### src/lpad_pkg.sv
// Shared types and constants for the long-press alarm dismiss block.
// Used by lpad_step and by the top level long_press_alarm_dismiss.
`timescale 1ns / 1ps
`default_nettype none

package lpad_pkg;

    // Field widths.
    localparam int HOLD_SECONDS_W = 6;
    localparam int RING_MS_W      = 24;
    localparam int BEEP_MS_W      = 16;
    localparam int CFG_INDEX_W    = 2;
    localparam int CFG_DATA_W     = 24;

    // Register indexes on the configuration port.
    localparam logic [CFG_INDEX_W-1:0] REG_HOLD_SECONDS   = 2'd0;
    localparam logic [CFG_INDEX_W-1:0] REG_MAX_RING_MS    = 2'd1;
    localparam logic [CFG_INDEX_W-1:0] REG_BEEP_LENGTH_MS = 2'd2;

    // Register values after reset.
    localparam logic [HOLD_SECONDS_W-1:0] HOLD_SECONDS_RESET   = 6'd10;
    localparam logic [RING_MS_W-1:0]      MAX_RING_MS_RESET    = 24'd600000;
    localparam logic [BEEP_MS_W-1:0]      BEEP_LENGTH_MS_RESET = 16'd500;

    // The hold timer counts in whole seconds plus milliseconds within the
    // second, so no division is needed. Its 16-bit millisecond total
    // saturates at 65535, that is 65 seconds and 535 milliseconds.
    localparam int MS_PER_SECOND = 1000;
    localparam int HOLD_MS_LIMIT = 65535;
    localparam int HOLD_SUB_W    = 10;
    localparam int HOLD_SEC_W    = 7;
    localparam logic [HOLD_SEC_W-1:0] HOLD_SEC_SAT =
        HOLD_SEC_W'(HOLD_MS_LIMIT / MS_PER_SECOND);
    localparam logic [HOLD_SUB_W-1:0] HOLD_SUB_SAT =
        HOLD_SUB_W'(HOLD_MS_LIMIT % MS_PER_SECOND);
    localparam logic [HOLD_SUB_W-1:0] HOLD_SUB_LAST =
        HOLD_SUB_W'(MS_PER_SECOND - 1);

    // Ringing state carried from one word to the next.
    typedef struct packed {
        logic                      active;
        logic                      muted;
        logic [RING_MS_W-1:0]      ring_ms;
        logic [HOLD_SEC_W-1:0]     hold_sec;
        logic [HOLD_SUB_W-1:0]     hold_sub;
        logic [HOLD_SECONDS_W-1:0] seconds_left;
        logic [BEEP_MS_W-1:0]      beep_ms;
        logic                      beep_on;
        logic                      square;
    } state_t;

    // One result word.
    typedef struct packed {
        logic                      buzzer_level;
        logic                      led_level;
        logic                      ringing;
        logic [HOLD_SECONDS_W-1:0] countdown_seconds;
        logic                      dismissed;
        logic                      timed_out;
    } result_t;

endpackage

`default_nettype wire

### src/lpad_step.sv
// Next-state and result logic for one tick word of the alarm controller.
// Purely combinational; depends on lpad_pkg for the state and result types.
`timescale 1ns / 1ps
`default_nettype none

module lpad_step (
    input  var lpad_pkg::state_t                          state,
    input  wire                                           start_alarm,
    input  wire                                           button_held,
    input  wire                                           ms_tick,
    input  wire                                           tone_tick,
    input  wire [lpad_pkg::HOLD_SECONDS_W-1:0]            hold_seconds,
    input  wire [lpad_pkg::RING_MS_W-1:0]                 max_ring_ms,
    input  wire [lpad_pkg::BEEP_MS_W-1:0]                 beep_length_ms,
    output lpad_pkg::state_t                              state_next,
    output lpad_pkg::result_t                             result
);
    import lpad_pkg::*;

    logic                      dis;
    logic                      tmo;
    logic [HOLD_SEC_W-1:0]     hold_seconds_ext;
    logic [HOLD_SECONDS_W-1:0] target;
    logic                      hold_sat;
    state_t                    n;

    assign hold_seconds_ext = HOLD_SEC_W'(hold_seconds);

    always_comb
    begin
        n        = state;
        dis      = 1'b0;
        tmo      = 1'b0;
        target   = '0;
        hold_sat = 1'b0;

        if (start_alarm)
        begin
            // Fresh start: arm and restart every timer.
            n.active       = 1'b1;
            n.muted        = 1'b0;
            n.ring_ms      = '0;
            n.hold_sec     = '0;
            n.hold_sub     = '0;
            n.seconds_left = hold_seconds;
            n.beep_ms      = '0;
            n.beep_on      = 1'b0;
            n.square       = 1'b0;
        end
        else if (state.active)
        begin
            // Millisecond tick advances the ring and beep timers, saturating.
            if (ms_tick)
            begin
                if (n.ring_ms != '1)
                begin
                    n.ring_ms = n.ring_ms + 1'b1;
                end
                if (n.beep_ms != '1)
                begin
                    n.beep_ms = n.beep_ms + 1'b1;
                end
            end

            if (button_held)
            begin
                // First held word mutes and restarts the hold timer.
                hold_sat = (n.hold_sec == HOLD_SEC_SAT) && (n.hold_sub == HOLD_SUB_SAT);
                if (!state.muted)
                begin
                    n.muted    = 1'b1;
                    n.square   = 1'b0;
                    n.beep_on  = 1'b0;
                    n.hold_sec = '0;
                    n.hold_sub = '0;
                end
                else if (ms_tick && !hold_sat)
                begin
                    if (n.hold_sub == HOLD_SUB_LAST)
                    begin
                        n.hold_sub = '0;
                        n.hold_sec = n.hold_sec + 1'b1;
                    end
                    else
                    begin
                        n.hold_sub = n.hold_sub + 1'b1;
                    end
                end

                // Countdown steps down by one toward the remaining seconds.
                if (n.hold_sec >= hold_seconds_ext)
                begin
                    target = '0;
                end
                else
                begin
                    target = HOLD_SECONDS_W'(hold_seconds_ext - n.hold_sec);
                end
                if (target < n.seconds_left)
                begin
                    n.seconds_left = n.seconds_left - 1'b1;
                end

                // Held longer than the configured seconds: dismiss.
                if ((n.hold_sec > hold_seconds_ext) ||
                    ((n.hold_sec == hold_seconds_ext) && (n.hold_sub != '0)))
                begin
                    n.active  = 1'b0;
                    n.muted   = 1'b0;
                    n.square  = 1'b0;
                    n.beep_on = 1'b0;
                    dis       = 1'b1;
                end
            end
            else
            begin
                // Released: unmute, reload the countdown, check the ring time.
                n.muted        = 1'b0;
                n.seconds_left = hold_seconds;
                if (n.ring_ms > max_ring_ms)
                begin
                    n.active  = 1'b0;
                    n.square  = 1'b0;
                    n.beep_on = 1'b0;
                    tmo       = 1'b1;
                end
            end

            // Tone tick toggles the square wave and, when due, the beep flag.
            if (n.active && !n.muted && tone_tick)
            begin
                if (n.beep_ms > beep_length_ms)
                begin
                    n.beep_on = ~n.beep_on;
                    n.beep_ms = '0;
                end
                n.square = ~n.square;
            end
        end
    end

    assign state_next = n;

    // Result word derived from the updated state.
    always_comb
    begin
        result.buzzer_level      = n.active && !n.muted && n.square && n.beep_on;
        result.led_level         = n.active && n.beep_on;
        result.ringing           = n.active;
        result.countdown_seconds = n.active ? n.seconds_left : '0;
        result.dismissed         = dis;
        result.timed_out         = tmo;
    end

endmodule

`default_nettype wire

### src/long_press_alarm_dismiss.sv
// Top level of the long-press alarm dismiss controller: handshakes,
// configuration registers, state and result registers. Uses lpad_pkg, lpad_step.
`timescale 1ns / 1ps
`default_nettype none

// Channel   Direction  Handshake               Payload
// item      in         item_valid/item_stall   start_alarm, button_held, ms_tick, tone_tick
// result    out        result_valid/result_stall  buzzer_level .. timed_out
// cfg       in         cfg_valid/cfg_ready     cfg_index, cfg_data
//
// One tick word is taken per clock while item_stall is low; its result
// appears in the result register on the next cycle, set by one lpad_step pass.
// A new word is taken whenever the result register is empty or being taken.
// Reset loads the default register values and an idle, silent state.
// The configuration port is always ready.

module long_press_alarm_dismiss (
    input  wire                                  clk,
    input  wire                                  rst_n,
    // Tick words.
    input  wire                                  item_valid,
    output logic                                 item_stall,
    input  wire                                  start_alarm,
    input  wire                                  button_held,
    input  wire                                  ms_tick,
    input  wire                                  tone_tick,
    // Result words.
    output logic                                 result_valid,
    input  wire                                  result_stall,
    output logic                                 buzzer_level,
    output logic                                 led_level,
    output logic                                 ringing,
    output logic [lpad_pkg::HOLD_SECONDS_W-1:0]  countdown_seconds,
    output logic                                 dismissed,
    output logic                                 timed_out,
    // Configuration writes.
    input  wire                                  cfg_valid,
    output logic                                 cfg_ready,
    input  wire [lpad_pkg::CFG_INDEX_W-1:0]      cfg_index,
    input  wire [lpad_pkg::CFG_DATA_W-1:0]       cfg_data
);
    import lpad_pkg::*;

    logic [HOLD_SECONDS_W-1:0] hold_seconds_reg;
    logic [RING_MS_W-1:0]      max_ring_ms_reg;
    logic [BEEP_MS_W-1:0]      beep_length_ms_reg;
    state_t                    state_reg;
    state_t                    state_next;
    result_t                   result_reg;
    result_t                   result_next;
    logic                      result_valid_reg;
    logic                      accept;

    // Flow control: the result register frees up when it is empty or taken.
    assign item_stall = result_valid_reg && result_stall;
    assign accept     = item_valid && !item_stall;
    assign cfg_ready  = 1'b1;

    // Configuration registers.
    always_ff @(posedge clk or negedge rst_n)
    begin
        if (!rst_n)
        begin
            hold_seconds_reg   <= HOLD_SECONDS_RESET;
            max_ring_ms_reg    <= MAX_RING_MS_RESET;
            beep_length_ms_reg <= BEEP_LENGTH_MS_RESET;
        end
        else if (cfg_valid && cfg_ready)
        begin
            case (cfg_index)
                REG_HOLD_SECONDS:   hold_seconds_reg   <= cfg_data[HOLD_SECONDS_W-1:0];
                REG_MAX_RING_MS:    max_ring_ms_reg    <= cfg_data[RING_MS_W-1:0];
                REG_BEEP_LENGTH_MS: beep_length_ms_reg <= cfg_data[BEEP_MS_W-1:0];
                default:            ;
            endcase
        end
    end

    // Per-word update logic.
    lpad_step u_step (
        .state          (state_reg),
        .start_alarm    (start_alarm),
        .button_held    (button_held),
        .ms_tick        (ms_tick),
        .tone_tick      (tone_tick),
        .hold_seconds   (hold_seconds_reg),
        .max_ring_ms    (max_ring_ms_reg),
        .beep_length_ms (beep_length_ms_reg),
        .state_next     (state_next),
        .result         (result_next)
    );

    // State register, advanced once per accepted word.
    always_ff @(posedge clk or negedge rst_n)
    begin
        if (!rst_n)
        begin
            state_reg.active       <= 1'b0;
            state_reg.muted        <= 1'b0;
            state_reg.ring_ms      <= '0;
            state_reg.hold_sec     <= '0;
            state_reg.hold_sub     <= '0;
            state_reg.seconds_left <= HOLD_SECONDS_RESET;
            state_reg.beep_ms      <= '0;
            state_reg.beep_on      <= 1'b0;
            state_reg.square       <= 1'b0;
        end
        else if (accept)
        begin
            state_reg <= state_next;
        end
    end

    // Result valid flag.
    always_ff @(posedge clk or negedge rst_n)
    begin
        if (!rst_n)
        begin
            result_valid_reg <= 1'b0;
        end
        else if (accept)
        begin
            result_valid_reg <= 1'b1;
        end
        else if (!result_stall)
        begin
            result_valid_reg <= 1'b0;
        end
    end

    // Result payload register.
    always_ff @(posedge clk)
    begin
        if (accept)
        begin
            result_reg <= result_next;
        end
    end

    assign result_valid      = result_valid_reg;
    assign buzzer_level      = result_reg.buzzer_level;
    assign led_level         = result_reg.led_level;
    assign ringing           = result_reg.ringing;
    assign countdown_seconds = result_reg.countdown_seconds;
    assign dismissed         = result_reg.dismissed;
    assign timed_out         = result_reg.timed_out;

endmodule

`default_nettype wire
### config.mk
export PLATFORM = sky130hd
export DESIGN_NAME = long_press_alarm_dismiss
export DESIGN_NICKNAME = d
export VERILOG_FILES = /design/src/lpad_pkg.sv /design/src/lpad_step.sv /design/src/long_press_alarm_dismiss.sv
export SDC_FILE = /design/constraint.sdc
export NUM_CORES = 1
export LEC_CHECK = 0
export BUFFER_PORTS_ARGS = -buffer_cell sky130_fd_sc_hd__buf_4
export CAP_MARGIN = 20
export CORE_ASPECT_RATIO = 1.5
export CORE_MARGIN = 1.5
export CORE_UTILIZATION = 30
export DETAILED_ROUTE_END_ITERATION = 8
export HOLD_SLACK_MARGIN = 0.03
export PLACE_DENSITY = 0.49
export RECOVER_POWER = 100
export SLEW_MARGIN = 40
export SYNTH_ARGS = -nofsm -noshare
export SYNTH_HDL_FRONTEND = slang
export SYNTH_SLANG_ARGS = --single-unit
### constraint.sdc
create_clock -name clk -period 4.9 [get_ports clk]
set_clock_uncertainty 0.15 [all_clocks]
set_input_delay 0.98 -clock clk [delete_from_list [all_inputs] [get_ports clk]]
set_output_delay 0.98 -clock clk [all_outputs]
set_load 0.03 [all_outputs]
# After elaboration in Yosys (flattened, before gate mapping)

Index checks and enable logic that the tools add are counted.
Widths: inputs -> output; s select.

Flip-flop bits (word level): 125
Memories kept: 0
Bits in writable memories: 0
Bits in read-only memories: 0
Latch bits: 0
Bits of input ports: 35
Logic and storage cells: 111
Output and inout bits: 14

Shift-type cells: 0
Bitwise gates (word level): 4
Div/mod/pow operators: 0
Eq/ne operators: 9
Multiply operators: 0
Multiplexer cells: 41
Reductions and logical operators: 27
Order comparisons: 5
Add/subtract/negate cells: 6

Operator list:

| kind                  | count |
|---|---|
| $mux 67               | 2 |
| $mux 17               | 7 |
| $mux 24               | 4 |
| $mux 16               | 4 |
| $mux 6                | 6 |
| $add 24x1->24 const B | 1 |
| $gt 24x24->1          | 1 |
| $ne 24x24->1 const B  | 1 |
| $eq 10x10->1 const B  | 2 |
| $mux 2                | 10 |
| $mux 18               | 1 |
| $add 16x1->16 const B | 1 |
| $gt 16x16->1          | 1 |
| $ne 16x16->1 const B  | 1 |
| $logic_and 1x1->1     | 11 |
| $add 10x1->10 const B | 1 |
| $mux 10               | 1 |
| $reduce_bool 10->1    | 1 |
| $reduce_and 2->1      | 4 |
| $add 7x1->7 const B   | 1 |
| $eq 7x6->1            | 1 |
| $eq 7x7->1 const B    | 1 |
| $ge 7x6->1            | 1 |
| $gt 7x6->1            | 1 |
| 15 further kinds      | 27 |

# Depth between registers and ports, before layout

Depth in word-level cells: 26
Gate-level depth with buffers: 25

# By module

Synthesis repeated with hierarchy kept, for this count alone.

Cell total of the unflattened synthesis: 984
Area, all modules: 9197.6 µm²

Modules (own cells, without submodules):

| module                   | area an instance (µm²) | sequential area each (µm²) | times used | cells each |
|---|---|---|---|---|
| long_press_alarm_dismiss | 4662.0                 | 3205.6                     | 1          | 256 |
| lpad_step                | 4535.6                 | 0.0                        | 1          | 728 |

# Worst setup path after synthesis

No wires, ideal clock.

Path type: input to register
From: in ms_tick
To: reg result_reg, in the netlist countdown_seconds[5], data pin
Required time: 4.598 ns
Library setup time: 0.152 ns
Buffers on the path: 2
Path slack: -0.612 ns
Stages on the path: 19
Arrival: 5.210 ns
Cell sequence: clkbuf_1 -> inv_1 -> nor2_1 -> nand4_1 -> or3_1 -> a21oi_1 -> ha_1 -> nand4_1 -> o21bai_1 -> a211o_1 -> clkbuf_1 -> nor2_1 -> ha_1 -> and4b_1 -> nand3_1 -> a2111oi_1 -> nor3_1 -> or3_1 -> a31oi_1

Word-level cells in the longest chain between the ends: 16

Ends and longest elaborated chain:

| item                                      | line                             | source |
|---|---|---|
| start, declared                           | long_press_alarm_dismiss.sv:25   | `input wire ms_tick,` |
| $logic_and 1x1->1                         | lpad_step.sv:77                  | `else if (ms_tick && !hold_sat)` |
| $mux 17                                   | lpad_step.sv:77                  |  |
| $mux 17                                   | lpad_step.sv:69                  | `if (!state.muted)` |
| $mux 17                                   | lpad_step.sv:65                  | `if (button_held)` |
| $mux 17                                   | lpad_step.sv:50                  | `else if (state.active)` |
| $mux 17                                   | lpad_step.sv:37                  | `if (start_alarm)` |
| $sub 6x6->6 or $ge 7x6->1 (tied branches) | lpad_step.sv:97, lpad_step.sv:91 |  |
| $mux 6                                    | lpad_step.sv:91                  | `if (n.hold_sec >= hold_seconds_ext)` |
| $mux 6                                    | lpad_step.sv:65                  |  |
| $mux 6                                    | lpad_step.sv:50                  |  |
| $mux 6                                    | lpad_step.sv:37                  |  |
| $lt 6x6->1                                | lpad_step.sv:99                  | `if (target < n.seconds_left)` |
| $mux 6                                    | lpad_step.sv:99                  |  |
| $mux 6                                    | lpad_step.sv:65                  |  |
| $mux 67 *                                 | lpad_step.sv:50                  |  |
| $mux 67 *                                 | lpad_step.sv:37                  |  |
| end signal, assigned                      | long_press_alarm_dismiss.sv:136  | `result_reg <= result_next;` |
| end, declared                             | long_press_alarm_dismiss.sv:49   | `result_t result_reg;` |

Mark *: on every way between the ends. The rest lies on a longest branch, timed or not. The select of a mux whose other input is x is not followed.
A chain may end at the register's enable or synchronous reset.

# Worst setup path in the final report

From: reg state_reg[25] (netlist bit)
To: reg result_reg, in the netlist countdown_seconds[1], data pin

Word-level cells in the longest chain between the ends: 19

Ends and longest elaborated chain:

| item                   | line                            | source |
|---|---|---|
| start, declared        | long_press_alarm_dismiss.sv:47  | `state_t state_reg;` |
| start signal, assigned | long_press_alarm_dismiss.sv:110 | `state_reg <= state_next;` |
| $eq 10x10->1           | lpad_step.sv:68                 | `hold_sat = (n.hold_sec == HOLD_SEC_SAT) && (n.hold_sub == HOLD_SUB_SAT);` |
| $logic_and 1x1->1      | lpad_step.sv:68                 |  |
| $logic_not 1->1        | lpad_step.sv:77                 |  |
| $logic_and 1x1->1      | lpad_step.sv:77                 |  |
| $mux 17 *              | lpad_step.sv:77                 |  |
| $mux 17 *              | lpad_step.sv:69                 |  |
| $mux 17 *              | lpad_step.sv:65                 |  |
| $mux 17 *              | lpad_step.sv:50                 |  |
| (+3 left out)          | -                               |  |
| $mux 6                 | lpad_step.sv:65                 |  |
| $mux 6                 | lpad_step.sv:50                 |  |
| $mux 6                 | lpad_step.sv:37                 |  |
| $lt 6x6->1             | lpad_step.sv:99                 |  |
| $mux 6                 | lpad_step.sv:99                 |  |
| $mux 6                 | lpad_step.sv:65                 |  |
| $mux 67 *              | lpad_step.sv:50                 |  |
| $mux 67 *              | lpad_step.sv:37                 |  |

Marks and branches as above.

==> metrics <==
biggest area consumer among synthesized cells=dfrtp_1; part of the total power dissipated in combinational logic=0.235; max layer used=met4; type of element launching the critical path=flip-flop; clock tree from TritonCTS=built; max reg flops=67; Post-synth ARST share=0.9120; endpoint of the worst setup timing path=countdown_seconds[1]; die extent in x=139.0 um; I/O pin count=49; main area contributors after synthesis=dfrtp_1 29%, ha_1 9.3%, dfstp_2 5.7%, mux2_2 5.7%, o21ai_0 4.3%; largest driver fanout on the critical path=7; core utilization of the finished layout=0.3772; vertical die dimension=207.0 um; fraction of layout instances using a drive strength above 1=0.2243; number of nets in the layout=1115; count of warnings emitted by yosys=0; Data required, critical path=5.04 ns; clock latency of the later-clocked register in the worst-skew pair=0.42 ns; Clock Power Share=0.397; worst setup path startpoint=state_reg[25]; cell area after layout=10270 um^2; vias in the first global route=7280; Post-DP HPWL=17.29 mm; crit share post-route=0.9796; average via count per standard cell=5.181; total count of max-transition violations in the final report=74; die area=28780 um^2; Syn Inst Count=907; startpoint of the tightest hold check path=beep_length_ms_reg[11]; end of the worst register-to-register path=countdown_seconds[1]; portion of the post-synthesis area used by sequential elements=0.3850; Flop pwr share=0.368; switching power=1.034 mW; GPL Wtd Cong=0.8421; reg2reg start=state_reg[25]; combined area of all synthesized cells=8327 um^2; average footprint of a synthesized cell=9.181 um^2; number of distinct library cells after synthesis=69; length in cells of the worst reg-to-reg path=21; clock buffers created by TritonCTS=17; global-route total usage across every layer=0.1644; register bit count reported by yosys=125; maximum achievable frequency=0.2083 GHz; Final min period=4.800 ns; Power Dens Cells=333.8 nW/um^2; largest vdd supply drop=0.2506 mV; violations in the final reports=max-capacitance violations, max-slew violations; r2r setup slk=0.10 ns; routed length on met3=494 um; final total power=3.428 mW; via count of the routed design=7109; global route overflow=0; 1st-iter DRT viols=445; pin count of the biggest net entering global routing=49; Clock Sink Count=125; total internal power=2.393 mW; deepest level of the CTS H-tree=4; Port-buffer cells=47; starting utilization of the core area=0.3059; count of hold-fix buffers inserted at cts=0; static power due to leakage=4.646 nW; remaining routing DRC violations=0; Bufs on Longest Clock Path=2; leading register cell type out of synthesis=dfrtp_1; final routed wirelength across all metal layers=23.02 mm; initial antenna violation count=0; count of maximum capacitance violations=2; net count of the mapped netlist=1005; type of the worst setup path=reg2reg; run status=complete, but fails checks; fraction of power spent switching nets=0.3017; placed cell areas=9537 um^2; register clock-pin slew on the reported worst setup and hold paths=0.06 ns; Routed wire per std cell=16.78 um; antenna cell count=0; setup violators final=0; Max transition margin=-0.8618; Hold WS=0.3527 ns; portion of synthesized cell area occupied by the leading cell type=0.2885; number of synthesized flops with an enable pin=11; core area=27220 um^2; number of optimization iterations in the first detailed-route pass=4; detailed-routing wirelength on met1=9.846 mm; wire length of the first global-routing pass=37.87 mm; area added between synthesis and finish=23.32%; final number of hold-violating endpoints=0; endpoint class of the critical path=flip-flop; row count=74; number of nets with antenna violations after routing=0; CTS Root Cell=clkbuf_16; routed wl met2=12.10 mm; worst slew pin tran=2.793 ns; type of the worst min-delay path=reg2reg; RSZ-0062 raised after global routing=yes; arrival time reported for the critical path endpoint=4.94 ns
-- cell type report --
type,instances,area (um^2)
Clock buffer,20,478.0
Clock inverter,12,158.9
Fill cell,2842,16950
Inverter,80,302.8
Multi-Input combinational cell,670,4848
Sequential cell,125,3206
Tap cell,342,427.9
Timing Repair Buffer,123,847.1
-- what timing repair did --
action	4_1_cts	5_1_grt
setup endpoints to repair	1	32
pin swaps	1	16
gates resized for setup	0	30
buffers inserted	0	6
-- cell families after synthesis --
group                      share of synthesized area
DFF                                           0.3850
other                                      0.0004504
buffers and inverters                        0.05229
adders and majority gates                    0.09557
and+or+nand+nor                               0.1719
xor gates and xnor gates                     0.04628
muxes                                        0.06041
AOI/OAI and AO/OA                             0.1881
-- cell usage in the layout, fill, tap and decap left out, types with 12 or more instances in the layout --
master | Yosys | final
nand2_1 | 87 | 87
or3_1 | 15 | 13
dfrtp_1 | 96 | 96
a21oi_1 | 28 | 26
and3_1 | 12 | 12
xor2_1 | 16 | 16
a21o_1 | 18 | 18
buf_4 | 1 | 101
clkbuf_1 | 27 | 19
xnor2_1 | 28 | 28
o31ai_1 | 15 | 15
inv_1 | 80 | 79
nand4_1 | 23 | 23
ha_1 | 62 | 60
dfstp_2 | 18 | 18
o21ai_0 | 71 | 66
nand3_1 | 39 | 37
mux2_2 | 42 | 42
nor2_1 | 57 | 53
nor3_1 | 19 | 17
a22o_1 | 22 | 22
clkbuf_16 | 0 | 18
-- per-stage QoR --
step | TNS, ns | worst slack [ns] | cells
2_1_floorplan | 0 | 0.003092 | 907
3_3_place_gp | -0.08985 | -0.02933 | 1333
3_5_place_dp | -1.121 | -0.1457 | 1334
4_1_cts | 0 | 0.01780 | 1366
5_1_grt | -0.8886 | -0.1549 | 1372
6_report | 0 | 0.1000 | 1372
-- layer usage --
layer	vias to the layer above	track usage
li1	3512	-
met1	3473	0.1960
met2	90	0.2957
met3	34	0.02497
met4	0	0.06178
met5	-	0
-- synth_stat cells, types with 3 or more instances --
master and count:
a211o_1 3, a211oi_1 7, a21o_1 18, a21oi_1 28
a221o_1 3, a22o_1 22, a31oi_1 11, a32o_1 5
and3_1 12, and4_1 5, buf_2 3, clkbuf_1 27
dfrtp_1 96, dfstp_2 18, edfxtp_1 11, ha_1 62
inv_1 80, mux2_2 42, mux2i_1 3, nand2_1 87
nand2b_1 3, nand3_1 39, nand3b_1 3, nand4_1 23
nor2_1 57, nor2b_1 5, nor3_1 19, nor3b_1 3
nor4_1 6, o211ai_1 5, o21a_1 7, o21ai_0 71
o21bai_1 3, o31ai_1 15, o41ai_1 5, or3_1 15
xnor2_1 28, xor2_1 16
-- critical path: stages (launching register included) --
cell and delay (ns):
dfrtp_1 0.35, ha_2 0.19, and4b_1 0.24, nand3_2 0.12
nor2_4 0.18, nand4_1 0.17, or3_4 0.42, a21oi_4 0.19
ha_4 0.23, nand4_1 0.09, o21bai_1 0.09, a211o_1 0.25
nor2_1 0.09, ha_1 0.24, nor2b_1 0.13, o21a_1 0.17
o21a_1 0.16, o21a_1 0.17, o21a_4 0.25, or3_4 0.35
o311a_1 0.31, nor2_1 0.08
-- power groups by stage --
stage | registers (mW) | logic [mW] | clock network [mW]
2_1_floorplan | 1.27 | 0.502 | 0
3_3_place_gp | 1.28 | 0.762 | 0
3_5_place_dp | 1.28 | 0.767 | 0
4_1_cts | 1.26 | 0.773 | 1.39
5_1_grt | 1.28 | 0.903 | 1.44
6_report | 1.26 | 0.805 | 1.36
-- worst min path at each step --
stage | cells past startpoint | slack (ns) | end
floorplan | 1 | 0.32 | state_reg[1]
global placement | 1 | 0.34 | max_ring_ms_reg[18]
detailed placement | 1 | 0.34 | max_ring_ms_reg[11]
CTS | 1 | 0.36 | state_reg[1]
global route | 1 | 0.37 | beep_length_ms_reg[14]
finish | 1 | 0.35 | beep_length_ms_reg[11]
(Power assumes the default switching activity.)
